[src/sv/assert_macros.svh]
// assertion macros shared by the scanner rtl
// expects a clock named clk and an active-low reset named rst_n in scope
`ifndef ASSERT_MACROS_SVH
`define ASSERT_MACROS_SVH

// same-cycle implication, checked out of reset
`define ASSERT_IMPL(label, ante, cons) \
  label: assert property (@(posedge clk) disable iff (!rst_n) (ante) |-> (cons)) \
    else $error("assertion failed");

// next-cycle implication, checked out of reset
`define ASSERT_NEXT(label, ante, cons) \
  label: assert property (@(posedge clk) disable iff (!rst_n) (ante) |=> (cons)) \
    else $error("assertion failed");

`endif

[src/sv/jnps_pkg.sv]
// types, constants and byte-class helpers for the json number policy scanner
// no dependencies; used by jnps_token_feed and json_number_policy_scanner
package jnps_pkg;

  localparam int OFFSET_BITS_DEF = 20;

  // character codes
  localparam logic [7:0] CH_SPACE  = 8'h20;
  localparam logic [7:0] CH_TAB    = 8'h09;
  localparam logic [7:0] CH_LF     = 8'h0A;
  localparam logic [7:0] CH_CR     = 8'h0D;
  localparam logic [7:0] CH_LBRK   = 8'h5B;
  localparam logic [7:0] CH_RBRK   = 8'h5D;
  localparam logic [7:0] CH_LBRACE = 8'h7B;
  localparam logic [7:0] CH_RBRACE = 8'h7D;
  localparam logic [7:0] CH_COLON  = 8'h3A;
  localparam logic [7:0] CH_COMMA  = 8'h2C;
  localparam logic [7:0] CH_QUOTE  = 8'h22;
  localparam logic [7:0] CH_BSLASH = 8'h5C;
  localparam logic [7:0] CH_MINUS  = 8'h2D;
  localparam logic [7:0] CH_PLUS   = 8'h2B;
  localparam logic [7:0] CH_DOT    = 8'h2E;
  localparam logic [7:0] CH_ZERO   = 8'h30;
  localparam logic [7:0] CH_NINE   = 8'h39;
  localparam logic [7:0] CH_UP_E   = 8'h45;
  localparam logic [7:0] CH_LO_E   = 8'h65;
  localparam logic [7:0] CH_UP_N   = 8'h4E;
  localparam logic [7:0] CH_UP_I   = 8'h49;

  // special word progress codes
  localparam logic [3:0] W_IDLE     = 4'd0;
  localparam logic [3:0] W_NAN_DONE = 4'd3;
  localparam logic [3:0] W_AFTER_MINUS = 4'd4;
  localparam logic [3:0] W_AFTER_I  = 4'd5;
  localparam logic [3:0] W_INF_DONE = 4'd12;
  localparam logic [3:0] W_DEAD     = 4'd15;
  localparam logic [3:0] W_AFTER_N  = 4'd1;

  // integer digit count limits
  localparam logic [4:0] DIGITS_LIMIT = 5'd16;
  localparam logic [4:0] DIGITS_SAT   = 5'd17;

  // limit compare codes
  localparam logic [1:0] CMP_EQUAL   = 2'd0;
  localparam logic [1:0] CMP_BELOW   = 2'd1;
  localparam logic [1:0] CMP_ABOVE   = 2'd2;

  typedef enum logic [3:0] {
    G_START = 4'd0,
    G_SIGN  = 4'd1,
    G_ZERO  = 4'd2,
    G_INT   = 4'd3,
    G_DOT   = 4'd4,
    G_FRAC  = 4'd5,
    G_E     = 4'd6,
    G_ESIGN = 4'd7,
    G_EXP   = 4'd8,
    G_BAD   = 4'd9
  } gram_t;

  typedef enum logic [1:0] {
    V_OK        = 2'd0,
    V_NONFINITE = 2'd1,
    V_NEGZERO   = 2'd2,
    V_UNSAFE    = 2'd3
  } verdict_t;

  // per-token tracking state
  typedef struct packed {
    gram_t      gram;
    logic       neg;
    logic       flt;
    logic       mant_nz;
    logic [4:0] digits;
    logic [1:0] cmp;
    logic [3:0] word;
  } tok_t;

  localparam tok_t TOK_CLEAR = '{gram: G_START, neg: 1'b0, flt: 1'b0, mant_nz: 1'b0,
                                 digits: 5'd0, cmp: CMP_EQUAL, word: W_IDLE};

  function automatic logic is_boundary(logic [7:0] b);
    return b inside {CH_SPACE, CH_TAB, CH_LF, CH_CR, CH_LBRK, CH_LBRACE, CH_COLON, CH_COMMA};
  endfunction

  function automatic logic is_delimiter(logic [7:0] b);
    return is_boundary(b) || (b == CH_RBRK) || (b == CH_RBRACE);
  endfunction

  function automatic logic is_digit(logic [7:0] b);
    return b inside {[CH_ZERO:CH_NINE]};
  endfunction

  // digits of 9007199254740991, most significant first
  function automatic logic [7:0] limit_digit(logic [3:0] i);
    logic [3:0] d;
    case (i)
      4'd0:  d = 4'd9;
      4'd1:  d = 4'd0;
      4'd2:  d = 4'd0;
      4'd3:  d = 4'd7;
      4'd4:  d = 4'd1;
      4'd5:  d = 4'd9;
      4'd6:  d = 4'd9;
      4'd7:  d = 4'd2;
      4'd8:  d = 4'd5;
      4'd9:  d = 4'd4;
      4'd10: d = 4'd7;
      4'd11: d = 4'd4;
      4'd12: d = 4'd0;
      4'd13: d = 4'd9;
      4'd14: d = 4'd9;
      default: d = 4'd1;
    endcase
    return CH_ZERO + {4'd0, d};
  endfunction

  // "NaN-Infinity" spelled out, indexed by word progress
  function automatic logic [7:0] word_char(logic [3:0] p);
    logic [7:0] c;
    case (p)
      4'd0:  c = 8'h4E;
      4'd1:  c = 8'h61;
      4'd2:  c = 8'h4E;
      4'd3:  c = 8'h2D;
      4'd4:  c = 8'h49;
      4'd5:  c = 8'h6E;
      4'd6:  c = 8'h66;
      4'd7:  c = 8'h69;
      4'd8:  c = 8'h6E;
      4'd9:  c = 8'h69;
      4'd10: c = 8'h74;
      4'd11: c = 8'h79;
      default: c = 8'h00;
    endcase
    return c;
  endfunction

  // judge a finished token
  function automatic verdict_t finish_code(tok_t t);
    verdict_t v;
    logic     ok_num;
    ok_num = (t.gram == G_ZERO) || (t.gram == G_INT) || (t.gram == G_FRAC) ||
             (t.gram == G_EXP);
    v = V_OK;
    if ((t.word == W_NAN_DONE) || (t.word == W_INF_DONE)) begin
      v = V_NONFINITE;
    end else if (ok_num) begin
      if (!t.flt) begin
        if (t.neg && (t.gram == G_ZERO)) begin
          v = V_NEGZERO;
        end else if ((t.digits > DIGITS_LIMIT) ||
                     ((t.digits == DIGITS_LIMIT) && (t.cmp == CMP_ABOVE))) begin
          v = V_UNSAFE;
        end
      end else if (t.neg && !t.mant_nz) begin
        v = V_NEGZERO;
      end
    end
    return v;
  endfunction

endpackage

[src/sv/json_number_policy_scanner.sv]
// top level of the json number policy scanner: string/escape tracking,
// token boundaries, first-offence capture and the result register
// depends on jnps_pkg, jnps_token_feed and assert_macros.svh
//
//  channel | ports                                   | direction
//  --------+-----------------------------------------+----------
//  input   | in_valid, in_stall, in_data_byte,       | in
//          | in_end_of_text                          |
//  result  | out_valid, out_stall, out_verdict,      | out
//          | out_token_offset                        |
//
// one byte is taken per cycle while in_stall is low; the per-byte update is a single pass of
// compare and count logic into the state registers.
// a request with end_of_text set loads the result register; the verdict
// appears in the cycle after that byte is taken.
// in_stall rises only for a last byte while an earlier result is still held
// by out_stall; other bytes keep flowing.
// rst_n is synchronous; after reset and after every last byte the scanner
// is back at the start of a text.
module json_number_policy_scanner #(
  parameter int OFFSET_BITS = jnps_pkg::OFFSET_BITS_DEF
) (
  input  logic                   clk,
  input  logic                   rst_n,
  input  logic                   in_valid,
  output logic                   in_stall,
  input  logic [7:0]             in_data_byte,
  input  logic                   in_end_of_text,
  output logic                   out_valid,
  input  logic                   out_stall,
  output logic [1:0]             out_verdict,
  output logic [OFFSET_BITS-1:0] out_token_offset
);

`include "assert_macros.svh"

  localparam logic [OFFSET_BITS-1:0] POS_MAX = {OFFSET_BITS{1'b1}};

  // state
  logic                   in_str_r, in_str_nxt;
  logic                   esc_r, esc_nxt;
  logic                   prev_bnd_r, prev_bnd_nxt;
  logic                   in_tok_r, in_tok_nxt;
  jnps_pkg::tok_t         tok_r, tok_nxt;
  logic [OFFSET_BITS-1:0] tok_start_r, tok_start_nxt;
  logic [OFFSET_BITS-1:0] pos_r, pos_nxt;
  jnps_pkg::verdict_t     err_r, err_nxt;
  logic [OFFSET_BITS-1:0] err_off_r, err_off_nxt;
  logic                   out_valid_r, out_valid_nxt;
  logic [1:0]             verdict_r, verdict_nxt;
  logic [OFFSET_BITS-1:0] offset_r, offset_nxt;

  logic           accept;
  logic           last;
  logic           delim;
  logic           consumed;
  logic           start_tok;
  logic           tok_live;
  jnps_pkg::tok_t feed_in;
  jnps_pkg::tok_t fed;

  // a last byte waits only while a held result is not taken
  assign in_stall = out_valid_r && out_stall && in_end_of_text;
  assign accept   = in_valid && !in_stall;
  assign last     = in_end_of_text;

  assign delim    = jnps_pkg::is_delimiter(in_data_byte);
  assign consumed = in_tok_r && !delim;
  assign start_tok = !in_tok_r && !in_str_r && (in_data_byte != jnps_pkg::CH_QUOTE) &&
                     prev_bnd_r &&
                     ((in_data_byte == jnps_pkg::CH_MINUS) ||
                      jnps_pkg::is_digit(in_data_byte) ||
                      (in_data_byte == jnps_pkg::CH_UP_N) ||
                      (in_data_byte == jnps_pkg::CH_UP_I));
  assign tok_live = consumed || start_tok;

  // a new token feeds its first byte from a cleared tracker
  assign feed_in = in_tok_r ? tok_r : jnps_pkg::TOK_CLEAR;

  jnps_token_feed u_feed (
    .tok_i  (feed_in),
    .byte_i (in_data_byte),
    .tok_o  (fed)
  );

  // per-byte next state
  always_comb begin
    jnps_pkg::verdict_t     fin_code;
    logic [OFFSET_BITS-1:0] fin_off;
    jnps_pkg::verdict_t     rep_code;
    logic [OFFSET_BITS-1:0] rep_off;

    in_str_nxt    = in_str_r;
    esc_nxt       = esc_r;
    prev_bnd_nxt  = prev_bnd_r;
    in_tok_nxt    = in_tok_r;
    tok_nxt       = tok_r;
    tok_start_nxt = tok_start_r;
    pos_nxt       = pos_r;
    err_nxt       = err_r;
    err_off_nxt   = err_off_r;
    verdict_nxt   = verdict_r;
    offset_nxt    = offset_r;
    fin_code      = jnps_pkg::V_OK;
    fin_off       = tok_start_r;
    rep_code      = jnps_pkg::V_OK;
    rep_off       = '0;

    // result register drains when taken
    out_valid_nxt = out_valid_r && out_stall;

    if (accept) begin
      // string and escape tracking
      if (!consumed) begin
        if (in_str_r) begin
          if (esc_r) esc_nxt = 1'b0;
          else if (in_data_byte == jnps_pkg::CH_BSLASH) esc_nxt = 1'b1;
          else if (in_data_byte == jnps_pkg::CH_QUOTE) in_str_nxt = 1'b0;
        end else if (in_data_byte == jnps_pkg::CH_QUOTE) begin
          in_str_nxt = 1'b1;
        end
      end
      prev_bnd_nxt = jnps_pkg::is_boundary(in_data_byte);

      // token tracker
      in_tok_nxt = tok_live;
      if (tok_live) tok_nxt = fed;
      if (start_tok) tok_start_nxt = pos_r;

      // a token closes at a delimiter or at the end of the text
      if (in_tok_r && delim) begin
        fin_code = jnps_pkg::finish_code(tok_r);
        fin_off  = tok_start_r;
      end else if (last && tok_live) begin
        fin_code = jnps_pkg::finish_code(fed);
        fin_off  = start_tok ? pos_r : tok_start_r;
      end

      // keep the first offence
      if ((fin_code != jnps_pkg::V_OK) && (err_r == jnps_pkg::V_OK)) begin
        err_nxt     = fin_code;
        err_off_nxt = fin_off;
      end

      if (!last) begin
        if (pos_r != POS_MAX) pos_nxt = pos_r + {{(OFFSET_BITS-1){1'b0}}, 1'b1};
      end else begin
        // report and return to the start of a text
        if (err_nxt != jnps_pkg::V_OK) begin
          rep_code = err_nxt;
          rep_off  = err_off_nxt;
        end
        out_valid_nxt = 1'b1;
        verdict_nxt   = rep_code;
        offset_nxt    = rep_off;
        in_str_nxt    = 1'b0;
        esc_nxt       = 1'b0;
        prev_bnd_nxt  = 1'b1;
        in_tok_nxt    = 1'b0;
        tok_nxt       = jnps_pkg::TOK_CLEAR;
        tok_start_nxt = '0;
        pos_nxt       = '0;
        err_nxt       = jnps_pkg::V_OK;
        err_off_nxt   = '0;
      end
    end
  end

  // state registers
  always_ff @(posedge clk) begin
    if (!rst_n) begin
      in_str_r    <= 1'b0;
      esc_r       <= 1'b0;
      prev_bnd_r  <= 1'b1;
      in_tok_r    <= 1'b0;
      tok_r       <= jnps_pkg::TOK_CLEAR;
      tok_start_r <= '0;
      pos_r       <= '0;
      err_r       <= jnps_pkg::V_OK;
      err_off_r   <= '0;
      out_valid_r <= 1'b0;
    end else begin
      in_str_r    <= in_str_nxt;
      esc_r       <= esc_nxt;
      prev_bnd_r  <= prev_bnd_nxt;
      in_tok_r    <= in_tok_nxt;
      tok_r       <= tok_nxt;
      tok_start_r <= tok_start_nxt;
      pos_r       <= pos_nxt;
      err_r       <= err_nxt;
      err_off_r   <= err_off_nxt;
      out_valid_r <= out_valid_nxt;
    end
  end

  // result payload
  always_ff @(posedge clk) begin
    verdict_r <= verdict_nxt;
    offset_r  <= offset_nxt;
  end

  assign out_valid        = out_valid_r;
  assign out_verdict      = verdict_r;
  assign out_token_offset = offset_r;

  // checks
  `ASSERT_IMPL(a_ok_has_zero_offset, out_valid_r && (verdict_r == jnps_pkg::V_OK), offset_r == '0)
  `ASSERT_NEXT(a_last_gives_result, accept && last, out_valid_r)
  `ASSERT_NEXT(a_last_clears_text, accept && last, !in_tok_r && !in_str_r && (pos_r == '0))
  `ASSERT_IMPL(a_stall_only_when_held, in_stall, out_valid_r && out_stall)

endmodule

[src/sv/jnps_token_feed.sv]
// one-byte update of the token tracker: number grammar, digit limit check
// and special word match; depends on jnps_pkg
module jnps_token_feed (
  input  jnps_pkg::tok_t tok_i,
  input  logic [7:0]     byte_i,
  output jnps_pkg::tok_t tok_o
);

  logic is_dig;
  logic is_e;

  // word match and number grammar
  always_comb begin
    logic add_digit;
    tok_o     = tok_i;
    add_digit = 1'b0;
    is_dig    = jnps_pkg::is_digit(byte_i);
    is_e      = (byte_i == jnps_pkg::CH_UP_E) || (byte_i == jnps_pkg::CH_LO_E);

    // special words
    if (tok_i.word == jnps_pkg::W_IDLE) begin
      if (byte_i == jnps_pkg::CH_UP_N) tok_o.word = jnps_pkg::W_AFTER_N;
      else if (byte_i == jnps_pkg::CH_MINUS) tok_o.word = jnps_pkg::W_AFTER_MINUS;
      else if (byte_i == jnps_pkg::CH_UP_I) tok_o.word = jnps_pkg::W_AFTER_I;
      else tok_o.word = jnps_pkg::W_DEAD;
    end else if ((tok_i.word == jnps_pkg::W_NAN_DONE) ||
                 (tok_i.word >= jnps_pkg::W_INF_DONE)) begin
      tok_o.word = jnps_pkg::W_DEAD;
    end else if (byte_i == jnps_pkg::word_char(tok_i.word)) begin
      tok_o.word = tok_i.word + 4'd1;
    end else begin
      tok_o.word = jnps_pkg::W_DEAD;
    end

    // number grammar
    case (tok_i.gram)
      jnps_pkg::G_START, jnps_pkg::G_SIGN: begin
        if ((tok_i.gram == jnps_pkg::G_START) && (byte_i == jnps_pkg::CH_MINUS)) begin
          tok_o.neg  = 1'b1;
          tok_o.gram = jnps_pkg::G_SIGN;
        end else if (is_dig) begin
          add_digit = 1'b1;
          if (byte_i == jnps_pkg::CH_ZERO) begin
            tok_o.gram = jnps_pkg::G_ZERO;
          end else begin
            tok_o.gram    = jnps_pkg::G_INT;
            tok_o.mant_nz = 1'b1;
          end
        end else begin
          tok_o.gram = jnps_pkg::G_BAD;
        end
      end
      jnps_pkg::G_ZERO, jnps_pkg::G_INT: begin
        if (is_dig && (tok_i.gram == jnps_pkg::G_INT)) begin
          add_digit = 1'b1;
        end else if (byte_i == jnps_pkg::CH_DOT) begin
          tok_o.flt  = 1'b1;
          tok_o.gram = jnps_pkg::G_DOT;
        end else if (is_e) begin
          tok_o.flt  = 1'b1;
          tok_o.gram = jnps_pkg::G_E;
        end else begin
          tok_o.gram = jnps_pkg::G_BAD;
        end
      end
      jnps_pkg::G_DOT, jnps_pkg::G_FRAC: begin
        if (is_dig) begin
          if (byte_i != jnps_pkg::CH_ZERO) tok_o.mant_nz = 1'b1;
          tok_o.gram = jnps_pkg::G_FRAC;
        end else if (is_e && (tok_i.gram == jnps_pkg::G_FRAC)) begin
          tok_o.flt  = 1'b1;
          tok_o.gram = jnps_pkg::G_E;
        end else begin
          tok_o.gram = jnps_pkg::G_BAD;
        end
      end
      jnps_pkg::G_E: begin
        if ((byte_i == jnps_pkg::CH_PLUS) || (byte_i == jnps_pkg::CH_MINUS)) begin
          tok_o.gram = jnps_pkg::G_ESIGN;
        end else if (is_dig) begin
          tok_o.gram = jnps_pkg::G_EXP;
        end else begin
          tok_o.gram = jnps_pkg::G_BAD;
        end
      end
      jnps_pkg::G_ESIGN, jnps_pkg::G_EXP: begin
        tok_o.gram = is_dig ? jnps_pkg::G_EXP : jnps_pkg::G_BAD;
      end
      default: begin
        tok_o.gram = jnps_pkg::G_BAD;
      end
    endcase

    // integer digit against 9007199254740991, digit by digit
    if (add_digit) begin
      if ((tok_i.digits < jnps_pkg::DIGITS_LIMIT) && (tok_i.cmp == jnps_pkg::CMP_EQUAL)) begin
        if (byte_i < jnps_pkg::limit_digit(tok_i.digits[3:0])) begin
          tok_o.cmp = jnps_pkg::CMP_BELOW;
        end else if (byte_i > jnps_pkg::limit_digit(tok_i.digits[3:0])) begin
          tok_o.cmp = jnps_pkg::CMP_ABOVE;
        end
      end
      if (tok_i.digits < jnps_pkg::DIGITS_SAT) tok_o.digits = tok_i.digits + 5'd1;
    end
  end

endmodule
[config.mk]
export PLATFORM = sky130hd
export DESIGN_NAME = json_number_policy_scanner
export DESIGN_NICKNAME = d
export VERILOG_FILES = /design/src/sv/jnps_pkg.sv /design/src/sv/json_number_policy_scanner.sv /design/src/sv/jnps_token_feed.sv
export VERILOG_INCLUDE_DIRS = /design/src /design/src/sv
export SDC_FILE = /design/constraint.sdc
export NUM_CORES = 1
export LEC_CHECK = 0
export ABC_AREA = 1
export BUFFER_PORTS_ARGS = -buffer_cell sky130_fd_sc_hd__buf_4
export CORE_MARGIN = 2
export CORE_UTILIZATION = 50
export CTS_CLUSTER_DIAMETER = 200
export CTS_CLUSTER_SIZE = 20
export DETAILED_ROUTE_END_ITERATION = 6
export PLACE_DENSITY_LB_ADDON = 0.25
export REMOVE_ABC_BUFFERS = 1
export SYNTH_ARGS = -nofsm -noshare
export SYNTH_HDL_FRONTEND = slang
export SYNTH_SLANG_ARGS = --single-unit
[constraint.sdc]
create_clock -name clk -period 7.76 [get_ports clk]
set_clock_uncertainty 0.1 [all_clocks]
set_input_delay 0.388 -clock clk [delete_from_list [all_inputs] [get_ports clk]]
set_output_delay 0.388 -clock clk [all_outputs]
set_load 0.03 [all_outputs]
==> results of run 1 <==
-- synth_stat cells, types with 21 or more instances --
library cell	number	area share (%)
dfxtp_1	85	23
inv_1	171	8.7
clkbuf_1	23	1.2
nand3_2	42	5.7
o22ai_1	21	1.8
a21oi_1	46	3.1
nand3_1	62	4.2
nor2_1	121	6.1
nand2_1	277	14
edfxtp_1	22	8.9
o21ai_0	65	4.4
nand2_4	23	3.5
-- power groups by stage --
stage                     Sequential (W)  Combinational [W]  Clock, W
after global routing            0.000577           0.000100  0.000481
after global placement          0.000589          0.0000901         0
after CTS                       0.000576          0.0000905  0.000457
after detailed placement        0.000589          0.0000902         0
after floorplan                 0.000597          0.0000478         0
final                           0.000576          0.0000908  0.000452
-- worst min-delay path: stages --
cell	delay (ns)
buf_4	0.12
nand2_1	0.06
inv_1	0.07
-- registers in the layout, summed over array words and instances, names as in the netlist --
signal,cells
esc_r,1
tok_r,18
out_token_offset,20
tok_start_r,20
in_str_r,1
err_r,2
err_off_r,20
out_valid,1
pos_r,20
in_tok_r,1
prev_bnd_r,1
out_verdict,2
-- per-stage QoR --
| stage | setup slack (ns) | util (%) | power [W] |
|---|---|---|---|
| after floorplan | 3.42 | - | 0.000645 |
| after global placement | 3.51 | 53.5 | 0.000679 |
| after detailed placement | 3.42 | 53.5 | 0.000679 |
| after CTS | 3.45 | 55.4 | 0.00112 |
| after global routing | 3.04 | 55.4 | 0.00116 |
| final | 3.46 | 55.4 | 0.00112 |
-- routing by layer --
layer	part of all wire [%]	track usage, %
met3	5.0	3.57
met5	0	0
met4	1.1	4.64
met1	50	32.4
met2	44	34.8
-- cells by family after synthesis --
kind of cell,after synthesis,synth area share (%)
simple gates,589,38.9
buf+inv,220,12.3
compound gates,171,13.6
flops,107,31.9
xor+xnor,2,0.236
fa+ha+maj,18,3.04
-- cell type report --
type / instances / share of cell area (%)
multi-input cells: 780 / 51.6
clock buffers: 10 / 2.85
clock inverters: 6 / 0.702
flip-flops and latches: 107 / 29.4
inverters: 182 / 8.51
repair buffers: 43 / 4.02
well taps: 184 / 2.87
-- layout by cell type (no fill, tap or decap), types with 6 or more instances in the layout --
cell type	synthesis	final
nand2_1	277	277
inv_1	171	171
nor2_1	121	119
dfxtp_1	85	85
o21ai_0	65	65
nand3_1	62	62
a21oi_1	46	46
buf_4	3	43
nand3_2	42	42
nand2_4	23	23
edfxtp_1	22	22
o22ai_1	21	21
nor3_1	20	20
a21oi_2	20	20
ha_1	18	18
nor2_2	11	13
nand4_1	12	12
inv_2	10	10
nand2_2	9	9
clkbuf_16	0	9
a211oi_1	6	6
-- worst min-delay path by stage --
stage | end | slack [ns] | depth (start not counted) | startpoint
after detailed placement | tok_r[13]$_SDFFE_PN0P_ | 0.36 | 2 | tok_r[13]$_SDFFE_PN0P_
after floorplan | tok_r[13]$_SDFFE_PN0P_ | 0.34 | 2 | tok_r[13]$_SDFFE_PN0P_
after global routing | out_valid$_SDFF_PN0_ | 0.22 | 3 | rst_n
after global placement | tok_r[13]$_SDFFE_PN0P_ | 0.35 | 2 | tok_r[13]$_SDFFE_PN0P_
after CTS | out_valid$_SDFF_PN0_ | 0.22 | 3 | rst_n
final | out_valid$_SDFF_PN0_ | 0.23 | 3 | rst_n
==> reports/metrics.csv, run 1 <==
stage,metric,value,unit
timing,fin_crit,4.30,ns
grt,grt_max_degree,43,
drt,via_per_inst,5.23,
floorplanning,start_util,51.2,%
timing,tightest_slew,0.903,ns
setup_path,timing.rr.start,tok_r[6]$_SDFFE_PN0P_,
drt,drcViolationCount,0,
setup_path,critPathLaunchType,flop,
placement,dpl_cell_area,7740,µm²
floorplanning,fp.dieH,126,µm
grt,grt_pass1_vias,6163,
synth,synth-seq-area-share,31.9,%
synth,netlist_area,7410,µm²
timing,finalCritPeriodShare,55.4,%
layout,drive_gt1_share,16.4,%
cts,cts_max_level,3,
power_and_ir_drop,power.share.combinational,8.1,%
setup_path,crit_buf_inv,2,
power_and_ir_drop,vdd_drop_max,0.100,mV
synth,synth.distinct_cells,42,
setup_path,critPathSlowestCell,nand2_4,
cts,clock_latency,0.35,ns
cts,ctsResizeCount,0,
cts,clock-sinks,107,
drt,dr.pass1.iters,5,
layout,stdcell_count,1312,
cts,post_cts_buffers,0,
cts,cts-root-buf,clkbuf_16,
timing,hold_slack,0.229,ns
grt,grt_usage,22.2,%
floorplanning,placementRows,44,
power_and_ir_drop,swShare,24.5,%
worst_hold_path,hold_path.class,in2reg,
synth,async_flop_share,0,%
placement,placed_cells,1296,
setup_path,critPathLaunch,tok_r[6]$_SDFFE_PN0P_,
synth,synth-edff-count,22,
timing,max_freq,233,MHz
synth,ys_ff_latch,107,
placement,port_buffers,36,
setup_path,r2r-end,out_token_offset[16]$_SDFFCE_PN0P_,
power_and_ir_drop,seq_power_share,51.5,%
synth,avgSynthCellArea,6.69,µm²
power_and_ir_drop,p_int,0.000845,W
setup_path,critPathKind,reg2reg,
cts,cts_inserted_buffers,9,
layout,multi_input_comb_area,4140,µm²
setup_path,critPathRequiredTime,7.76,ns
setup_path,cp-end-kind,flop,
power_and_ir_drop,power_density,139,nW/µm²
drt,vias,6858,
grt,grt_pass1_wl,29300,µm
cts,clkTransAtPathRegs,0.07,ns
setup_path,cp_top_family,simple AND/OR/NAND/NOR gates,
setup_path,cp-endpoint,out_token_offset[16]$_SDFFCE_PN0P_,
placement,hpwlAfterDp,12700,µm
timing,finalHoldViolCount,0,
status,run_status,completed,
layout,final_nets,1154,
setup_path,cpMostUsedCell,nor2_2,
floorplanning,die_x,126,µm
setup_path,r2r_cells,25,
timing,rsz0062_at_grt,no,
layout,n_antenna_cell,0,
power_and_ir_drop,power.switching,0.000275,W
setup_path,critPathMaxStageDelay,0.58,ns
drt,post_drt_wl_per_cell,13.3,µm
setup_path,crit_cells,25,
timing,slew_headroom,39.7,%
timing,setup-tns-final,0,ns
grt,antenna_found_initial,0,
cts,hold_buffers,0,
power_and_ir_drop,clkPwrFrac,40.4,%
layout,area_growth_syn_to_layout,8.33,%
grt,grt-ovfl-total,0,
drt,drt_iter0_drc,532,
power_and_ir_drop,leakage,3.33,nW
timing,slew_violations,0,
setup_path,cp_max_fo,21,
placement,gp_congestion,0.909,
setup_path,rrSetupSlack,3.46,ns
cts,cts_buffer_depth,2,
cts,cts_tree,yes,
drt,wl,17400,µm
layout,n_fill_cell,1414,
synth,syn_inst,1107,
timing,setup_violations,0,
layout,final-seq-area,2360,µm²
job,maxCapViolCount,0,
layout,finish.instance_area,8030,µm²
synth,ys_warn_count,0,
setup_path,worstPathArrival,4.30,ns
synth,synthFlopType,dfxtp_1,
floorplanning,io_pins,37,
floorplanning,core_area,14500,µm²
drt,antenna_left,0,
floorplanning,die_area,15800,µm²
Note: power is estimated with default switching activity, not from simulation.
==> run 2: changes to the inputs <==
--- a/config.mk
+++ b/config.mk
@@ -6,7 +6,7 @@
 export SDC_FILE = /design/constraint.sdc
 export NUM_CORES = 1
 export LEC_CHECK = 0
-export ABC_AREA = 1
+export ABC_AREA = 0
 export BUFFER_PORTS_ARGS = -buffer_cell sky130_fd_sc_hd__buf_4
 export CORE_MARGIN = 2
 export CORE_UTILIZATION = 50
==> constraint.sdc (replaced) <==
create_clock -name clk -period 3.4 [get_ports clk]
set_clock_uncertainty 0.1 [all_clocks]
set_input_delay 0.17 -clock clk [delete_from_list [all_inputs] [get_ports clk]]
set_output_delay 0.17 -clock clk [all_outputs]
set_load 0.03 [all_outputs]
==> run 2 against run 1 <==
Net effect:
- global-route usage is 1.5 points higher
- synthesized cell count is 36% lower
- sequential cell count stayed put
- sequential power is 130% higher
==> reports/metrics.csv, run 2 <==
stage,metric,value,unit
cts,cts_max_level,3,
setup_path,critPathKind,reg2reg,
setup_path,critPathLaunchType,flop,
cts,clock_latency,0.36,ns
drt,vias,5334,
drt,via_per_inst,5.83,
synth,avgSynthCellArea,8.98,µm²
cts,cts_tree,yes,
cts,cts_buffer_depth,2,
drt,drt_iter0_drc,422,
grt,grt_usage,23.7,%
power_and_ir_drop,power_density,341,nW/µm²
setup_path,worstPathArrival,3.35,ns
setup_path,crit_buf_inv,4,
layout,final_nets,769,
layout,area_growth_syn_to_layout,16.0,%
drt,wl,15700,µm
drt,drcViolationCount,0,
synth,synth_top_family_by_area,simple AND/OR/NAND/NOR gates,
timing,fin_crit,3.28,ns
placement,placed_cells,891,
setup_path,critPathRequiredTime,3.47,ns
synth,synthMuxAreaShare,3.35,%
grt,antenna_found_initial,0,
placement,dpl_cell_area,6860,µm²
grt,grt_pass1_vias,5130,
cts,clkTransAtPathRegs,0.08,ns
synth,synth_commonest_cells,"85 x dfxtp_1, 69 x nand2_1, 48 x nor2_1, 44 x nor2b_1, 40 x clkbuf_1",
setup_path,critPathMaxStageDelay,0.50,ns
status,run_status,completed,
synth,syn_inst,703,
floorplanning,io_pins,37,
cts,clock-sinks,107,
synth,synth-edff-count,22,
cts,cts_inserted_buffers,9,
floorplanning,start_util,50.6,%
timing,max_freq,305,MHz
synth,synth_compound_area_share,23.2,%
floorplanning,die_area,13500,µm²
drt,post_drt_wl_per_cell,17.2,µm
worst_hold_path,hold_path.class,in2reg,
layout,n_antenna_cell,0,
setup_path,critPathSlowestCell,or4b_4,
setup_path,cp-end-kind,flop,
synth,synthFlopType,dfxtp_1,
placement,gp_congestion,0.913,
grt,grt-ovfl-total,0,
floorplanning,fp.dieH,116,µm
power_and_ir_drop,vdd_drop_max,0.307,mV
placement,port_buffers,36,
layout,stdcell_count,915,
power_and_ir_drop,leakage,2.59,nW
synth,synthDominantCellAreaShare,27.0,%
floorplanning,placementRows,41,
setup_path,cp_top_family,simple AND/OR/NAND/NOR gates,
setup_path,crit_chain,buf_6 -> nand2_2 -> buf_4 -> ha_1 -> nand2_1 -> or4b_4 -> a21oi_2 -> a22oi_2 -> nor4b_4 -> a211oi_2 -> a21boi_2 -> buf_4 -> buf_12 -> o31ai_2,
synth,synth.distinct_cells,70,
timing,slew_violations,0,
synth,synth_area_leaders,"dfxtp_1 27%, edfxtp_1 10%, o2bb2ai_2 4.8%, nor2b_1 4.4%, nand2_1 4.1%",
floorplanning,die_x,116,µm
grt,grt_max_degree,47,
setup_path,cpMostUsedCell,buf_4,
grt,grt_pass1_wl,25500,µm
synth,ys_warn_count,0,
timing,finalHoldViolCount,0,
layout,finish.instance_area,7320,µm²
layout,final_common_cell,dfxtp_1,
timing,tightest_slew,0.869,ns
synth,synth_top_area_cell,dfxtp_1,
timing,setup_violations,0,
cts,cts-root-buf,clkbuf_16,
layout,final_cell_mix,"84 x dfxtp_1, 74 x buf_4, 66 x nand2_1",
synth,async_flop_share,0,%
synth,synth_most_common_cell,dfxtp_1,
timing,finalCritPeriodShare,96.3,%
synth,synth_xor_area_share,4.02,%
floorplanning,core_area,12500,µm²
setup_path,cp_max_fo,10,
drt,antenna_left,0,
synth,yosys.area_share.adder,3.57,%
timing,slew_headroom,42.0,%
synth,ys_ff_latch,107,
drt,dr.pass1.iters,7,
synth,synthSimpleGateAreaFrac,23.3,%
synth,synth-seq-area-share,37.4,%
job,maxCapViolCount,0,
layout,drive_gt1_share,20.9,%
synth,netlist_area,6310,µm²
placement,hpwlAfterDp,10800,µm
[run 2: changes by cell type in the layout (fill, tap and decap cells not counted), sizes merged, moves of 20 or more]
cell / delta
o22ai: -21
o2bb2ai: +22
a22oi: +32
nor2: -85
inv: -158
nand3: -90
o31ai: +23
nor2b: +44
mux2i: +20
nand2: -240
buf: +35
o21ai: -47
a21oi: -48
[run 2: area by class of cell]
cell class                      count  area [µm²]
Fill cell                        1097        5140
Multi-Input combinational cell    520        3720
Sequential cell                   107        2360
Timing Repair Buffer               80         662
Clock buffer                       11         243
Tap cell                          172         215
Inverter                           20        75.1
Clock inverter                      5        43.8
[run 2: metal layers]
| layer | GRT usage, % | up-vias | share of wire [%] |
|---|---|---|---|
| met4 | 7.62 | 0 | 1.7 |
| met3 | 4.15 | 22 | 3.4 |
| li1 | - | 2633 | - |
| met2 | 41.4 | 129 | 50 |
| met1 | 29.8 | 2550 | 45 |
| met5 | 0 | - | 0 |
[run 2: what timing repair did]
| action | CTS | global route |
|---|---|---|
| endpoints found under the hold margin | 1 | 0 |
| hold buffers | 1 | 0 |
| endpoints found under the setup margin | 35 | 41 |
| pin swaps | 2 | 8 |
| buffers inserted | 0 | 6 |
| gates resized for setup | 2 | 22 |
| gates cloned | 0 | 1 |
[run 2: worst min-delay path, stage by stage]
cell and delay (ns):
buf_4 0.11, a22oi_1 0.06, nor2b_1 0.09
[run 2: logic make-up after synthesis]
group                      count (synthesis)
and+or+nand+nor                          269
AOI/OAI and AO/OA                        183
DFF                                      107
buffers and inverters                     76
xor gates and xnor gates                  29
muxes                                     21
adders and majority gates                 18
[run 2: final timing paths]
| kind | cells after the start | slack [ns] | startpoint | endpoint |
|---|---|---|---|---|
| setup reg to reg | 14 | 0.12 | in_tok_r$_SDFFE_PN0P_ | out_token_offset[10]$_SDFFCE_PN0P_ |
| hold / removal | 3 | 0.007 | in_valid | out_valid$_SDFF_PN0_ |
| hold reg to reg | 1 | 0.38 | err_off_r[2]$_SDFFE_PN0P_ | err_off_r[2]$_SDFFE_PN0P_ |
| setup / recovery | 14 | 0.12 | in_tok_r$_SDFFE_PN0P_ | out_token_offset[10]$_SDFFCE_PN0P_ |
[run 2: where the power goes]
group	internal (W)	switching, W	total, W
registers	0.00130	0.00000705	0.00131
clock network	0.000528	0.000482	0.00101
logic	0.0000658	0.000114	0.000180
total	0.00190	0.000603	0.00250
[run 2: metrics by stage]
stage	power [W]	setup TNS (ns)	util, %	worst slack (ns)	hold WS, ns
finish	0.00250	0	58.7	0.124	0.00688
global route	0.00256	-0.127	58.7	-0.0131	0.0200
CTS	0.00251	0	57.5	0.00172	0.00573
detailed placement	0.00152	-1.71	55.0	-0.101	0.359
global placement	0.00151	0	55.0	0.0569	0.357
floorplan	0.00143	-20.13	-	-0.780	0.192
==> run 3: changes to the inputs <==
--- a/config.mk
+++ b/config.mk
@@ -10,11 +10,13 @@
 export BUFFER_PORTS_ARGS = -buffer_cell sky130_fd_sc_hd__buf_4
 export CORE_MARGIN = 2
 export CORE_UTILIZATION = 50
+export CTS_BUF_LIST = sky130_fd_sc_hd__clkbuf_4 sky130_fd_sc_hd__clkbuf_8
 export CTS_CLUSTER_DIAMETER = 200
 export CTS_CLUSTER_SIZE = 20
 export DETAILED_ROUTE_END_ITERATION = 6
 export PLACE_DENSITY_LB_ADDON = 0.25
 export REMOVE_ABC_BUFFERS = 1
+export SETUP_SLACK_MARGIN = 0.5
 export SYNTH_ARGS = -nofsm -noshare
 export SYNTH_HDL_FRONTEND = slang
 export SYNTH_SLANG_ARGS = --single-unit
==> constraint.sdc (replaced) <==
create_clock -name clk -period 3.4 [get_ports clk]
set_clock_uncertainty 0.1 [all_clocks]
set_input_delay 0.17 -clock clk [delete_from_list [all_inputs] [get_ports clk]]
set_output_delay 0.17 -clock clk [all_outputs]
set_load 0.05 [all_outputs]
==> run 3 against run 2 <==
Net effect:
- maximum frequency is 3.9% higher
- sequential cell count stayed put
- combinational power is 14% higher
- first-iteration DRC count is 4.5% lower
- design area is 5.0% higher
- routed wire length is 4.2% higher
- core utilization is 3.0 points higher
- cell count is 2.1% higher
- clock-buffer cell count stayed put
- register-to-register slack better by 0.12 ns
- clock power is 26% lower
- critical path type unchanged
- non-clock buffer count is 18 higher
==> reports/metrics.csv, run 3 (synthesis results as in run 2) <==
stage,metric,value,unit
layout,drive_gt1_share,27.7,%
cts,cts_buffer_depth,2,
setup_path,critPathLaunchType,flop,
floorplanning,io_pins,37,
drt,vias,5497,
worst_hold_path,min_to,pos_r[1]$_SDFFE_PN0P_,
drt,drt_iter0_drc,403,
setup_path,timing.rr.start,in_tok_r$_SDFFE_PN0P_,
floorplanning,start_util,50.6,%
timing,setup_violations,0,
layout,final_nets,788,
drt,dr.pass1.iters,5,
grt,grt_pass1_vias,5392,
timing,slew_headroom,35.0,%
placement,gp_congestion,0.913,
job,maxCapViolCount,0,
layout,final_cell_mix,"82 x dfxtp_1, 81 x buf_4, 63 x nand2_1",
setup_path,r2r_cells,18,
power_and_ir_drop,leakage,2.69,nW
placement,pre_cts_ws,-0.101,ns
setup_path,cpMostUsedCell,buf_6,
grt,antenna_found_initial,0,
worst_hold_path,hp-start,in_end_of_text,
drt,drcViolationCount,0,
timing,fin_crit,3.15,ns
placement,hpwlAfterDp,10800,µm
setup_path,r2r-end,out_token_offset[3]$_SDFFCE_PN0P_,
cts,cts_max_level,3,
setup_path,crit_buf_inv,6,
floorplanning,placementRows,41,
status,run_status,completed,
timing,finalCritPeriodShare,92.8,%
timing,max_freq,317,MHz
power_and_ir_drop,power_density,295,nW/µm²
layout,finish.instance_area,7690,µm²
drt,post_drt_wl_per_cell,17.5,µm
setup_path,critPathMaxStageDelay,0.38,ns
timing,fin_ws,0.246,ns
timing,finalHoldViolCount,0,
grt,grt-ovfl-total,0,
power_and_ir_drop,vdd_drop_max,0.171,mV
worst_hold_path,hold_path.class,in2reg,
cts,clock_latency,0.38,ns
setup_path,critPathSlowestCell,dfxtp_4,
timing,rsz0062_at_grt,yes,
setup_path,rrSetupSlack,0.25,ns
placement,dpl_cell_area,6860,µm²
worst_hold_path,timing.hold.worst_path_depth,3,
setup_path,critPathRequiredTime,3.41,ns
setup_path,cp-end-kind,flop,
drt,wl,16400,µm
layout,final_common_cell,dfxtp_1,
floorplanning,core_area,12500,µm²
floorplanning,die_area,13500,µm²
grt,grt_pass1_wl,26600,µm
floorplanning,die_x,116,µm
floorplanning,fp.dieH,116,µm
setup_path,worstPathArrival,3.16,ns
timing,slew_violations,0,
cts,cts_tree,yes,
drt,via_per_inst,5.89,
placement,port_buffers,36,
setup_path,critPathKind,reg2reg,
layout,n_antenna_cell,0,
grt,grt_max_degree,47,
setup_path,cp_max_fo,5,
cts,clkTransAtPathRegs,0.11,ns
cts,cts-root-buf,clkbuf_8,
grt,grt_usage,24.9,%
timing,tightest_slew,0.975,ns
layout,area_growth_syn_to_layout,21.8,%
cts,cts_inserted_buffers,9,
cts,clock-sinks,107,
setup_path,crit_chain,buf_12 -> buf_6 -> nand2_4 -> inv_4 -> ha_4 -> o21ai_2 -> o31a_1 -> ha_1 -> a21oi_1 -> o21ai_1 -> and4b_2 -> o31ai_4 -> a21oi_2 -> a21boi_2 -> buf_6 -> buf_6 -> buf_6 -> o31ai_1,
setup_path,cp_top_family,compound AO/OA/AOI/OAI gates,
drt,antenna_left,0,
-- run 3: changes by cell type in the layout (fill, tap and decap cells not counted), moves of 3 or more --
cell,delta
inv_1,-4
clkbuf_16,-10
ha_4,+6
nand2_1,-3
buf_4,+7
clkbuf_8,+9
o31ai_1,-7
o31ai_2,+7
ha_1,-8
buf_6,+7
-- run 3: worst reg2reg max path, stage by stage, from the launching register on --
cell	delay, ns
dfxtp_4	0.38
buf_12	0.15
buf_6	0.12
nand2_4	0.07
inv_4	0.04
ha_4	0.14
o21ai_2	0.13
o31a_1	0.15
ha_1	0.24
a21oi_1	0.15
o21ai_1	0.09
and4b_2	0.25
o31ai_4	0.21
a21oi_2	0.10
a21boi_2	0.14
buf_6	0.15
buf_6	0.10
buf_6	0.12
o31ai_1	0.06
-- run 3: where the power goes --
part / internal (W) / switching, W / total (W)
logic: 0.0000741 / 0.000130 / 0.000205
registers: 0.00130 / 0.00000734 / 0.00131
clock network: 0.000305 / 0.000447 / 0.000752
total: 0.00168 / 0.000585 / 0.00227
-- run 3: metrics by stage --
stage | instances | hold WS, ns | power, W | setup TNS, ns | util [%]
2_1_floorplan | 647 | 0.192 | 0.00144 | -20.13 | -
3_3_place_gp | 891 | 0.357 | 0.00152 | 0 | 55.0
3_5_place_dp | 891 | 0.359 | 0.00153 | -1.71 | 55.0
4_1_cts | 929 | 0.0695 | 0.00228 | 0 | 60.6
5_1_grt | 934 | 0.0966 | 0.00234 | 0 | 61.7
6_report | 934 | 0.0908 | 0.00227 | 0 | 61.7
-- run 3: timing repair --
| action | 4_1_cts | 5_1_grt |
|---|---|---|
| hold buffers | 2 | 0 |
| hold endpoints to repair | 1 | 0 |
| setup buffers | 17 | 5 |
| endpoints found under the setup margin | 46 | 50 |
| gates resized for setup | 80 | 20 |
| pin swaps | 43 | 9 |
| gates cloned | 3 | 0 |
-- run 3: metal layers --
layer / global-route usage, % / wire, µm / vias to the layer above
li1: - / - / 2673
met1: 29.9 / 6980 / 2647
met2: 44.4 / 8350 / 146
met3: 4.51 / 620 / 31
met4: 9.21 / 403 / 0
met5: 0 / 0 / -
-- run 3: worst max path at each step --
stage                                from                                  to  slack [ns]  depth (start not counted)
floorplan           in_tok_r$_SDFFE_PN0P_   out_token_offset[0]$_SDFFCE_PN0P_       -0.78                         12
global placement    in_tok_r$_SDFFE_PN0P_   out_token_offset[9]$_SDFFCE_PN0P_        0.06                         15
detailed placement  in_tok_r$_SDFFE_PN0P_   out_token_offset[4]$_SDFFCE_PN0P_       -0.10                         15
CTS                 in_tok_r$_SDFFE_PN0P_  out_token_offset[11]$_SDFFCE_PN0P_        0.27                         18
global route        in_tok_r$_SDFFE_PN0P_  out_token_offset[16]$_SDFFCE_PN0P_        0.13                         14
finish              in_tok_r$_SDFFE_PN0P_   out_token_offset[3]$_SDFFCE_PN0P_        0.25                         18
-- run 3: layout make-up --
class,instances,area [µm²]
clock buffers,11,145
well taps,172,215
fillers,1062,4770
repair buffers,98,861
flip-flops and latches,107,2370
inverters,20,82.6
clock inverters,5,43.8
multi-input cells,521,3980
